## config.mk

```make
export PLATFORM = sky130hd
export DESIGN_NAME = lbp_code_with_mapping
export DESIGN_NICKNAME = d
export VERILOG_FILES = /design/src/rtl/lbp_pkg.sv /design/src/rtl/lbp_lane.sv /design/src/rtl/lbp_map.sv /design/src/rtl/lbp_code_with_mapping.sv
export SDC_FILE = /design/constraint.sdc
export NUM_CORES = 1
export LEC_CHECK = 0
export BUFFER_PORTS_ARGS = -buffer_cell sky130_fd_sc_hd__buf_2
export CORE_MARGIN = 2
export CORE_UTILIZATION = 58
export DETAILED_ROUTE_END_ITERATION = 12
export PLACE_DENSITY = 0.9
export SYNTH_ARGS = -nofsm -noshare
export SYNTH_HDL_FRONTEND = slang
export SYNTH_SLANG_ARGS = --single-unit
```

## constraint.sdc

```tcl
create_clock -name clk -period 20.6 [get_ports clk]
set_input_delay 6.18 -clock clk [delete_from_list [all_inputs] [get_ports clk]]
set_output_delay 6.18 -clock clk [all_outputs]
set_load 0.005 [all_outputs]
```

## src/rtl/lbp_pkg.sv

```systemverilog
// lbp_pkg: shared types, register codes and pattern helper functions for the
// local binary pattern block. Depends on nothing; used by every rtl module.
package lbp_pkg;

    // fixed field widths of the block
    localparam int SAMPLE_FIELDS       = 8;
    localparam int PAT_W               = 8;
    localparam int LABEL_W             = 8;
    localparam int CNT_W               = 4;
    localparam int MODE_W              = 2;
    localparam int CFG_INDEX_W         = 1;
    localparam int CFG_DATA_W          = 4;
    localparam int POP_W               = 4;
    localparam int TAB_DEPTH           = 1 << PAT_W;

    // parameter defaults
    localparam int MAX_SAMPLES_DEFAULT = 8;
    localparam int SAMPLE_BITS_DEFAULT = 16;

    // reset values of the registers
    localparam logic [CNT_W-1:0] SAMPLE_COUNT_RESET = CNT_W'(8);

    typedef logic [PAT_W-1:0]   pat_t;
    typedef logic [CNT_W-1:0]   cnt_t;
    typedef logic [LABEL_W-1:0] label_t;
    typedef logic [POP_W-1:0]   pop_t;
    typedef logic [TAB_DEPTH-1:0][LABEL_W-1:0] lbl_tab_t;

    typedef enum logic [MODE_W-1:0] {
        MAP_IDENTITY = 2'd0,
        MAP_UNIFORM  = 2'd1,
        MAP_ROT_INV  = 2'd2,
        MAP_RIU      = 2'd3
    } map_mode_t;

    typedef enum logic [CFG_INDEX_W-1:0] {
        REG_MAPPING_MODE = 1'b0,
        REG_SAMPLE_COUNT = 1'b1
    } cfg_reg_t;

    // control that travels with a request down the pipeline
    typedef struct packed {
        logic      valid;
        map_mode_t mode;
        cnt_t      p;
    } stage_ctl_t;

    // low p bits set, p in 1..PAT_W
    function automatic pat_t pat_mask(input cnt_t p);
        logic [PAT_W:0] full;
        full = (PAT_W+1)'(1) << p;
        return PAT_W'(full - (PAT_W+1)'(1));
    endfunction

    // circular rotate left by one within p bits
    function automatic pat_t rot_left(input pat_t v, input cnt_t p);
        pat_t m;
        pat_t vv;
        m  = pat_mask(p);
        vv = v & m;
        return ((vv << 1) | (vv >> (p - CNT_W'(1)))) & m;
    endfunction

    function automatic pop_t pop_count(input pat_t v);
        pop_t n;
        n = '0;
        for (int i = 0; i < PAT_W; i++) begin
            n = n + POP_W'(v[i]);
        end
        return n;
    endfunction

    // at most two circular transitions
    function automatic logic is_uniform(input pat_t v, input cnt_t p);
        return pop_count(v ^ rot_left(v, p)) <= POP_W'(2);
    endfunction

    // smallest circular rotation; each rotation is formed on its own
    function automatic pat_t min_rot(input pat_t v, input cnt_t p);
        pat_t m;
        pat_t vv;
        pat_t r;
        pat_t best;
        m    = pat_mask(p);
        vv   = v & m;
        best = vv;
        for (int k = 1; k < PAT_W; k++) begin
            if (CNT_W'(k) < p) begin
                r = ((vv << k) | (vv >> (p - CNT_W'(k)))) & m;
                if (r < best) begin
                    best = r;
                end
            end
        end
        return best;
    endfunction

    // rank table for one sample count: entry v counts the qualifying
    // patterns below v (uniform ones, or minimal-rotation representatives)
    function automatic lbl_tab_t build_tab(input cnt_t p, input logic uniform_kind);
        lbl_tab_t tab;
        label_t   count;
        pat_t     v;
        logic     hit;
        tab   = '0;
        count = '0;
        for (int i = 0; i < TAB_DEPTH; i++) begin
            v = PAT_W'(i);
            if (i < (1 << p)) begin
                hit    = uniform_kind ? is_uniform(v, p) : (min_rot(v, p) == v);
                tab[v] = count;
                if (hit) begin
                    count = count + LABEL_W'(1);
                end
            end
        end
        return tab;
    endfunction

endpackage

```

## src/rtl/lbp_lane.sv

```systemverilog
// lbp_lane: one comparator lane, sample against centre, registered pattern bit.
// Depends on lbp_pkg.
module lbp_lane #(
    parameter int SAMPLE_BITS = lbp_pkg::SAMPLE_BITS_DEFAULT,
    parameter int LANE_IDX    = 0
) (
    input  logic                   clk,
    input  logic [SAMPLE_BITS-1:0] centre,
    input  logic [SAMPLE_BITS-1:0] sample,
    input  lbp_pkg::cnt_t          p,
    output logic                   bit_reg
);
    import lbp_pkg::*;

    logic lane_en;
    logic bit_next;

    // lane takes part only below the effective sample count
    assign lane_en  = CNT_W'(LANE_IDX) < p;
    assign bit_next = lane_en && (sample >= centre);

    always_ff @(posedge clk)
    begin
        bit_reg <= bit_next;
    end

endmodule

```

## src/rtl/lbp_map.sv

```systemverilog
// lbp_map: merging stage, turns the lane bits into the mapped label.
// Stage two finds uniformity, popcount and minimal rotation; stage three reads
// the per-count rank tables. Depends on lbp_pkg.
module lbp_map #(
    parameter int LANES = lbp_pkg::MAX_SAMPLES_DEFAULT
) (
    input  logic                clk,
    input  logic                rst_n,
    input  lbp_pkg::stage_ctl_t s1_ctl,
    input  lbp_pkg::pat_t       s1_pat,
    output logic                done,
    output lbp_pkg::pat_t       raw_pattern,
    output lbp_pkg::label_t     mapped_label
);
    import lbp_pkg::*;

    stage_ctl_t s2_ctl_reg;
    pat_t       s2_pat_reg;
    pat_t       s2_minrot_reg;
    logic       s2_uni_reg;
    pop_t       s2_pop_reg;

    logic       done_reg;
    pat_t       raw_pattern_reg;
    label_t     mapped_label_reg;
    label_t     mapped_label_next;

    label_t     uni_lbl [LANES];
    label_t     rot_lbl [LANES];
    label_t     uni_sel;
    label_t     rot_sel;
    label_t     p_ext;

    // stage two control
    always_ff @(posedge clk or negedge rst_n)
    begin
        if (!rst_n)
        begin
            s2_ctl_reg <= '0;
        end
        else
        begin
            s2_ctl_reg <= s1_ctl;
        end
    end

    // stage two pattern properties
    always_ff @(posedge clk)
    begin
        s2_pat_reg    <= s1_pat;
        s2_minrot_reg <= min_rot(s1_pat, s1_ctl.p);
        s2_uni_reg    <= is_uniform(s1_pat, s1_ctl.p);
        s2_pop_reg    <= pop_count(s1_pat);
    end

    // one pair of rank tables for each sample count
    for (genvar g = 0; g < LANES; g++)
    begin : g_tab
        localparam lbl_tab_t UNI_TAB = build_tab(CNT_W'(g + 1), 1'b1);
        localparam lbl_tab_t ROT_TAB = build_tab(CNT_W'(g + 1), 1'b0);
        assign uni_lbl[g] = UNI_TAB[s2_pat_reg];
        assign rot_lbl[g] = ROT_TAB[s2_minrot_reg];
    end

    // pick the tables of the current count
    always_comb
    begin
        uni_sel = '0;
        rot_sel = '0;
        for (int g = 0; g < LANES; g++)
        begin
            if (s2_ctl_reg.p == CNT_W'(g + 1))
            begin
                uni_sel = uni_lbl[g];
                rot_sel = rot_lbl[g];
            end
        end
    end

    assign p_ext = LABEL_W'(s2_ctl_reg.p);

    // label by mapping mode
    always_comb
    begin
        unique case (s2_ctl_reg.mode)
            MAP_IDENTITY: mapped_label_next = LABEL_W'(s2_pat_reg);
            MAP_UNIFORM:  mapped_label_next = s2_uni_reg ? uni_sel
                                            : p_ext * (p_ext - LABEL_W'(1)) + LABEL_W'(2);
            MAP_ROT_INV:  mapped_label_next = rot_sel;
            MAP_RIU:      mapped_label_next = s2_uni_reg ? LABEL_W'(s2_pop_reg)
                                            : p_ext + LABEL_W'(1);
            default:      mapped_label_next = '0;
        endcase
    end

    // result strobe
    always_ff @(posedge clk or negedge rst_n)
    begin
        if (!rst_n)
        begin
            done_reg <= 1'b0;
        end
        else
        begin
            done_reg <= s2_ctl_reg.valid;
        end
    end

    // result payload
    always_ff @(posedge clk)
    begin
        raw_pattern_reg  <= s2_pat_reg;
        mapped_label_reg <= mapped_label_next;
    end

    assign done         = done_reg;
    assign raw_pattern  = raw_pattern_reg;
    assign mapped_label = mapped_label_reg;

endmodule

```

## src/rtl/lbp_code_with_mapping.sv

```systemverilog
// lbp_code_with_mapping: local binary pattern with label mapping, top level.
// Pipeline: an accepted request goes through the lane compare, pattern properties
// and rank table read registers before its result strobe (done) rises.
// Throughput: one request per cycle; busy stays low and done cannot be stalled.
// Reset: rst_n clears the pipeline valids, mapping_mode to 0 and sample_count to 8.
module lbp_code_with_mapping #(
    parameter int MAX_SAMPLES = lbp_pkg::MAX_SAMPLES_DEFAULT,
    parameter int SAMPLE_BITS = lbp_pkg::SAMPLE_BITS_DEFAULT
) (
    input  logic                                clk,
    input  logic                                rst_n,
    input  logic                                cfg_wr_en,
    input  logic [lbp_pkg::CFG_INDEX_W-1:0]     cfg_index,
    input  logic [lbp_pkg::CFG_DATA_W-1:0]      cfg_data,
    input  logic                                start,
    output logic                                busy,
    input  logic [SAMPLE_BITS-1:0]              centre_value,
    input  logic [SAMPLE_BITS-1:0]              sample_0,
    input  logic [SAMPLE_BITS-1:0]              sample_1,
    input  logic [SAMPLE_BITS-1:0]              sample_2,
    input  logic [SAMPLE_BITS-1:0]              sample_3,
    input  logic [SAMPLE_BITS-1:0]              sample_4,
    input  logic [SAMPLE_BITS-1:0]              sample_5,
    input  logic [SAMPLE_BITS-1:0]              sample_6,
    input  logic [SAMPLE_BITS-1:0]              sample_7,
    output logic                                done,
    output logic [lbp_pkg::PAT_W-1:0]           raw_pattern,
    output logic [lbp_pkg::LABEL_W-1:0]         mapped_label
);
    import lbp_pkg::*;

    localparam int LANES = (MAX_SAMPLES < SAMPLE_FIELDS) ? MAX_SAMPLES : SAMPLE_FIELDS;

    map_mode_t  mapping_mode_reg;
    cnt_t       sample_count_reg;
    cnt_t       p_eff;
    logic       accept;
    stage_ctl_t s1_ctl_reg;
    pat_t       s1_pat;

    logic [SAMPLE_BITS-1:0] samples [SAMPLE_FIELDS];

    assign samples[0] = sample_0;
    assign samples[1] = sample_1;
    assign samples[2] = sample_2;
    assign samples[3] = sample_3;
    assign samples[4] = sample_4;
    assign samples[5] = sample_5;
    assign samples[6] = sample_6;
    assign samples[7] = sample_7;

    // pipeline always takes a request
    assign busy   = 1'b0;
    assign accept = start && !busy;

    // configuration registers
    always_ff @(posedge clk or negedge rst_n)
    begin
        if (!rst_n)
        begin
            mapping_mode_reg <= MAP_IDENTITY;
            sample_count_reg <= SAMPLE_COUNT_RESET;
        end
        else if (cfg_wr_en)
        begin
            unique case (cfg_reg_t'(cfg_index))
                REG_MAPPING_MODE: mapping_mode_reg <= map_mode_t'(cfg_data[MODE_W-1:0]);
                REG_SAMPLE_COUNT: sample_count_reg <= cfg_data[CNT_W-1:0];
                default:          ;
            endcase
        end
    end

    // effective sample count, clamped to 1..LANES
    always_comb
    begin
        if (sample_count_reg == '0)
        begin
            p_eff = CNT_W'(1);
        end
        else if (sample_count_reg > CNT_W'(LANES))
        begin
            p_eff = CNT_W'(LANES);
        end
        else
        begin
            p_eff = sample_count_reg;
        end
    end

    // stage one control
    always_ff @(posedge clk or negedge rst_n)
    begin
        if (!rst_n)
        begin
            s1_ctl_reg <= '0;
        end
        else
        begin
            s1_ctl_reg.valid <= accept;
            s1_ctl_reg.mode  <= mapping_mode_reg;
            s1_ctl_reg.p     <= p_eff;
        end
    end

    // comparator lanes
    for (genvar g = 0; g < SAMPLE_FIELDS; g++)
    begin : g_lane
        if (g < LANES)
        begin : g_on
            lbp_lane #(
                .SAMPLE_BITS (SAMPLE_BITS),
                .LANE_IDX    (g)
            ) u_lane (
                .clk     (clk),
                .centre  (centre_value),
                .sample  (samples[g]),
                .p       (p_eff),
                .bit_reg (s1_pat[g])
            );
        end
        else
        begin : g_off
            assign s1_pat[g] = 1'b0;
        end
    end

    // merge lanes into the label
    lbp_map #(
        .LANES (LANES)
    ) u_map (
        .clk          (clk),
        .rst_n        (rst_n),
        .s1_ctl       (s1_ctl_reg),
        .s1_pat       (s1_pat),
        .done         (done),
        .raw_pattern  (raw_pattern),
        .mapped_label (mapped_label)
    );

endmodule

```

==> flow_metrics.tcl, run 1 <==
set metrics [dict create \
    synthArstFlopShare_pct 18.1 \
    cap_violations 0 \
    grt_usage_pct 34.7 \
    synth_area_mm2 0.0139 \
    dr_wl_met2_mm 20.9 \
    synth_edf_count 0 \
    first_iter_violations 1569 \
    vias_per_cell 6.41 \
    crit_fanout 17 \
    core_mm2 0.0235 \
    ys_seq_elements 116 \
    drt_wl_total_mm 45.1 \
    gr-total-overflow 0 \
    max-vdd-ir-drop_uv 137 \
    drive_gt1_share_pct 16.6 \
    drv_slew 0 \
    dp_hpwl_mm 35.2 \
    cts_htree_levels 4 \
    dieWidth_um 159 \
    grt_pass1_vias 13971 \
    avgRoutedWirePerCell_um 20.2 \
    hold_depth 0 \
    initial_utilization_pct 59.2 \
    worstSkewPairLatency_ns 0.42 \
    layoutNonFillerInstCount 2228 \
    clockRootBuffer "clkbuf_16" \
    critPathMaxStageDelay_ns 0.51 \
    clockBufferDepth 2 \
    setup_tns_ns 0 \
    min_to "u_map.raw_pattern[4]" \
    num_vias 14292 \
    crit_arrival_ns 19.27 \
    syn_area_per_cell_um2 7.87 \
    skew_ns 0.0113 \
    antenna_found_initial 0 \
    path_clk_slew_ns 0.06 \
    num_antenna_cells 0 \
    ant_nets 0 \
    die_h_um 159 \
    crit_required_ns 20.89 \
    dieArea_mm2 0.0253 \
    first_pass_iters 8 \
    ys_warn_count 0 \
    fin_crit_sh_pct 92.1 \
    path_class "register to register" \
    wl_met1_mm 17.3 \
    hold_violations 0 \
    drcViolationCount 0 \
    synth_cell_types 111 \
    reg2reg_from "s1_ctl_reg[1]" \
    grt_max_degree 47 \
    rsz0062_at_grt "false" \
    final.min_clock_period_ns 18.98 \
    top_layer "met4" \
    gp_congestion 1.07 \
    cts.sinks 116 \
    io_pins 171 \
    finalSetupViolations 0 \
    slew_headroom_pct 19.5 \
    syn_inst 1771 \
    met3_wirelength_mm 4.26 \
    largest_register_ffs 32 \
    syn_to_final_growth_pct 12.0 \
    hold_buffers 0 \
    r2r_slack_ns 1.62 \
    io_buffers 169 \
    max_freq_mhz 52.7 \
    p_per_area_mw_per_mm2 182 \
    cts_tree "built" \
    place_inst 2196 \
    hold_path.class "register to register" \
    crit_path_end_kind "register" \
    status "complete, no violations" \
    reg2regPathDepth 83 \
    cp_slowest_cell "a2111oi_1" \
    numCtsBuffers 17 \
    nNetsFinal 2279 \
    synthFlopType "dfxtp_1" \
    hp-start "u_map.s2_pat_reg[4]" \
    leakage_nw 7.16 \
    ys_seq_area_share_pct 17.4 \
    num_rows 56 \
    grt_pass1_wl_mm 71.5 \
    timing.rr.end "u_map.rot_lbl[1]" \
    worstMarginPinSlew_ns 1.20 \
    cp-start-kind "register" \
]
[worst max-delay path, delay by kind of cell (launching register included)]
family                     cells  cell delay [ns]
AOI/OAI and AO/OA             38             8.34
adders and majority gates     10             3.08
and+or+nand+nor               24             4.26
muxes                          4             1.44
buffers and inverters          7             1.24
DFF                            1             0.41
[cells by family (layout without fill, tap and decap cells)]
kind of cell,after synthesis,in the layout,synth area share (%)
and+or+nand+nor,598,598,21.3
AOI/OAI and AO/OA,524,524,24.9
adders and majority gates,231,231,21.6
buffers and inverters,195,332,5.57
DFF,116,116,17.4
muxes,68,68,6.81
xor gates and xnor gates,38,38,2.39
other,1,2,0.0269
[power breakdown]
part	internal (mW)	total, mW	switching [mW]
Sequential	0.296	0.337	0.0403
Clock	0.182	0.289	0.107
Combinational	0.856	2.22	1.36
[cell usage after synthesis, types with 13 or more instances]
master	number	area share, %
o21ai_0	109	3.9
dfxtp_1	95	14
and2_1	14	0.63
nand2b_1	65	2.9
dfrtp_1	20	3.6
fa_1	16	2.3
a21oi_1	157	5.6
nand3_1	37	1.3
a21o_1	34	1.8
nand2_1	138	3.7
xnor2_1	31	1.9
mux2_2	20	1.6
ha_1	214	19
mux4_2	13	2.1
nor3_1	30	1.1
o22ai_1	14	0.63
o211ai_1	21	1.1
nor2b_1	59	2.6
nor2_1	177	4.8
clkbuf_1	59	1.6
mux2i_1	21	1.5
a22oi_1	15	0.81
inv_1	100	2.7
a31oi_1	20	0.90
a211oi_1	13	0.70
a221oi_1	14	0.88
[how the worst max path moves through the flow]
stage | startpoint | end | slack, ns | cells after the start
floorplan | s1_ctl_reg[0] | u_map.rot_lbl[2] | 2.60 | 93
global placement | s1_ctl_reg[1] | u_map.rot_lbl[0] | 1.76 | 82
detailed placement | s1_ctl_reg[1] | u_map.rot_lbl[2] | 0.91 | 82
CTS | s1_ctl_reg[1] | u_map.rot_lbl[2] | 0.81 | 82
global route | s1_ctl_reg[1] | u_map.rot_lbl[2] | 0.11 | 83
finish | s1_ctl_reg[1] | u_map.rot_lbl[1] | 1.62 | 83
[layout make-up]
type / count / area, µm²
multi-input combinational: 1461 / 10800
timing repair buffer: 192 / 1020
inverter: 108 / 409
fill: 1951 / 7930
clock buffer: 18 / 439
tap: 319 / 399
clock inverter: 14 / 151
sequential: 116 / 2430
[stage by stage]
stage | utilization [%] | power, mW | cell area, µm² | worst slack [ns] | hold WS (ns)
after floorplan | - | 2.01 | 13900 | 2.60 | 0.324
after global placement | 63.7 | 2.43 | 15000 | 1.76 | 0.332
after detailed placement | 63.7 | 2.48 | 15000 | 0.910 | 0.336
after CTS | 66.2 | 2.79 | 15600 | 0.815 | 0.346
after global routing | 66.3 | 3.07 | 15600 | 0.114 | 0.350
final | 66.3 | 2.85 | 15600 | 1.62 | 0.347
[cell usage in the layout (no fill, tap or decap), types with 13 or more instances in the layout]
cell type / n
ha_1: 214
nor2_1: 176
buf_2: 169
a21oi_1: 157
nand2_1: 138
o21ai_0: 109
inv_1: 99
dfxtp_1: 95
nand2b_1: 65
nor2b_1: 58
nand3_1: 37
a21o_1: 34
xnor2_1: 31
nor3_1: 30
buf_4: 23
mux2i_1: 21
o211ai_1: 21
a31oi_1: 20
mux2_2: 20
dfrtp_1: 20
clkbuf_16: 17
fa_1: 16
a22oi_1: 15
a221oi_1: 14
and2_1: 14
o22ai_1: 14
mux4_2: 13
a211oi_1: 13
[metal layers]
| layer | GRT usage, % | vias to the layer above |
|---|---|---|
| met3 | 5.81 | 213 |
| met4 | 18.4 | 0 |
| li1 | - | 6683 |
| met2 | 58.9 | 859 |
| met1 | 42.3 | 6537 |
| met5 | 0 | - |
[repair_timing]
item / 4_1_cts / 5_1_grt
resized for setup: 0 / 9
buffers inserted: 0 / 0
hold endpoints to repair: 0 / 0
setup endpoints to repair: 0 / 26
No activity file was read; power rests on OpenSTA's default activity.
==> run 2: changes to the inputs <==
--- a/config.mk
+++ b/config.mk
@@ -6,6 +6,7 @@
 export NUM_CORES = 1
 export LEC_CHECK = 0
 export BUFFER_PORTS_ARGS = -buffer_cell sky130_fd_sc_hd__buf_2
+export CORE_ASPECT_RATIO = 2
 export CORE_MARGIN = 2
 export CORE_UTILIZATION = 58
 export DETAILED_ROUTE_END_ITERATION = 12
==> run 2 against run 1 <==
  * Sequential power about the same
  * Die area up 0.30%
  * Core utilization up 0.050 points
  * Routed wire length up 18%
  * Critical endpoint is now u_map.rot_lbl[2]
==> flow_metrics.tcl, run 2 (same netlist as run 1, synthesis figures left out) <==
set metrics [dict create \
    p_seq_share_pct 11.3 \
    whs_ns 0.343 \
    r2r_slack_ns 1.57 \
    num_vias 14702 \
    gp_congestion 1.05 \
    initial_utilization_pct 58.7 \
    drcViolationCount 0 \
    nNetsFinal 2294 \
    crit_required_ns 20.97 \
    cts_htree_levels 4 \
    grt_max_degree 47 \
    fin_crit_sh_pct 92.4 \
    p_per_area_mw_per_mm2 188 \
    max-vdd-ir-drop_uv 180 \
    crit_arrival_ns 19.40 \
    cap_violations 0 \
    syn_to_final_growth_pct 13.0 \
    fin_util_pct 66.4 \
    numCtsBuffers 17 \
    worstSkewPairLatency_ns 0.42 \
    power_frac_comb_pct 77.9 \
    clockRootBuffer "clkbuf_16" \
    final_common_cell "ha_1" \
    clkPwrFrac_pct 10.8 \
    hold_path.class "register to register" \
    slew_headroom_pct 8.37 \
    io_pins 171 \
    setup_tns_ns 0 \
    critical_path.top_delay_family "compound AO/OA/AOI/OAI gates" \
    layout_common_cells "ha_1, nor2_1, buf_2" \
    cp_slowest_cell "o311ai_1" \
    grt_pass1_wl_mm 82.0 \
    max_freq_mhz 52.5 \
    io_buffers 169 \
    hold_buffers 0 \
    n_fill_cell 1986 \
    vias_per_cell 6.65 \
    path_common_cell "ha_1" \
    first_pass_iters 7 \
    seq_area_mm2 0.00243 \
    stdcell_area_mm2 0.0157 \
    cp-start-kind "register" \
    grt_pass1_vias 15215 \
    skew_ns 0.00628 \
    avgRoutedWirePerCell_um 24.1 \
    final.min_clock_period_ns 19.03 \
    leakage_nw 7.27 \
    crit_buf_inv 6 \
    dieWidth_um 114 \
    dieArea_mm2 0.0254 \
    net-switching-power_mw 1.57 \
    critPathMaxStageDelay_ns 0.88 \
    p_int_mw 1.39 \
    cts.sinks 116 \
    drv_slew 0 \
    finalPower_mw 2.97 \
    core_mm2 0.0237 \
    drt_wl_total_mm 53.3 \
    die_h_um 223 \
    crit_fanout 46 \
    largest_register_ffs 32 \
    dpl-instance-area_mm2 0.0151 \
    clockBufferDepth 2 \
    worstMarginPinSlew_ns 1.37 \
    drive_gt1_share_pct 17.1 \
    status "complete, no violations" \
    finalSetupViolations 0 \
    antenna_found_initial 1 \
    multi_input_area_mm2 0.0108 \
    first_iter_violations 1242 \
    gr-total-overflow 0 \
    path_clk_slew_ns 0.06 \
    rsz0062_at_grt "false" \
    path_class "register to register" \
    ant_nets 0 \
    switching_share_pct 53.0 \
    grt_usage_pct 41.9 \
    cts_tree "built" \
    dp_hpwl_mm 41.3 \
    crit_path_end_kind "register" \
    hold_violations 0 \
    num_rows 80 \
]
-- run 2: changes by cell type in the layout (fill, tap and decap cells not counted), moves of 2 or more --
cell / previous run / this run
buf_4: 23 / 37
bufinv_16: 2 / 4
clkinvlp_4: 4 / 2
clkinv_2: 2 / 0
inv_6: 3 / 5
-- run 2: layer usage --
metal / track usage [%] / vias to the layer above / wire [µm]
met4: 37.5 / 0 / 5630
li1: - / 6719 / -
met2: 74.9 / 772 / 26900
met1: 40.0 / 6899 / 17300
met5: 0 / - / 0
met3: 7.44 / 312 / 3410
-- run 2: path summary, 6_finish.rpt --
path                                     from             endpoint  cells after the start
worst max-delay path            s1_ctl_reg[0]     u_map.rot_lbl[2]                     79
min in group asynchronous               rst_n           u_map.done                      1
worst min-delay path            s1_ctl_reg[4]  u_map.s2_ctl_reg[4]                      0
worst min register to register  s1_ctl_reg[4]  u_map.s2_ctl_reg[4]                      0
max in group asynchronous               rst_n  sample_count_reg[3]                      1
worst max register to register  s1_ctl_reg[0]     u_map.rot_lbl[2]                     79
-- run 2: final cells by class --
cell class / count / area share [%]
Sequential cell: 116 / 15.4
Tap cell: 287 / 2.28
Inverter: 108 / 2.60
Antenna cell: 1 / 0.0159
Multi-Input combinational cell: 1461 / 68.3
Timing Repair Buffer: 207 / 7.26
Clock inverter: 15 / 1.38
Clock buffer: 17 / 2.70
-- run 2: power groups by stage --
stage | Sequential (mW) | Combinational, mW | Clock (mW)
4_1_cts | 0.333 | 2.25 | 0.321
5_1_grt | 0.339 | 2.50 | 0.332
3_3_place_gp | 0.335 | 2.19 | 0
3_5_place_dp | 0.336 | 2.22 | 0
6_report | 0.335 | 2.31 | 0.321
2_1_floorplan | 0.318 | 1.70 | 0
-- run 2: metrics by stage --
| step | worst slack [ns] | instances |
|---|---|---|
| 6_report | 1.57 | 2212 |
| 3_3_place_gp | 1.87 | 2178 |
| 4_1_cts | 1.02 | 2210 |
| 3_5_place_dp | 1.12 | 2178 |
| 5_1_grt | 0.108 | 2212 |
| 2_1_floorplan | 2.60 | 1772 |
-- run 2: timing repair --
| action | 4_1_cts | 5_1_grt |
|---|---|---|
| gates resized for setup | 0 | 6 |
| endpoints found under the hold margin | 0 | 0 |
| setup buffers | 0 | 1 |
| endpoints found under the setup margin | 0 | 26 |
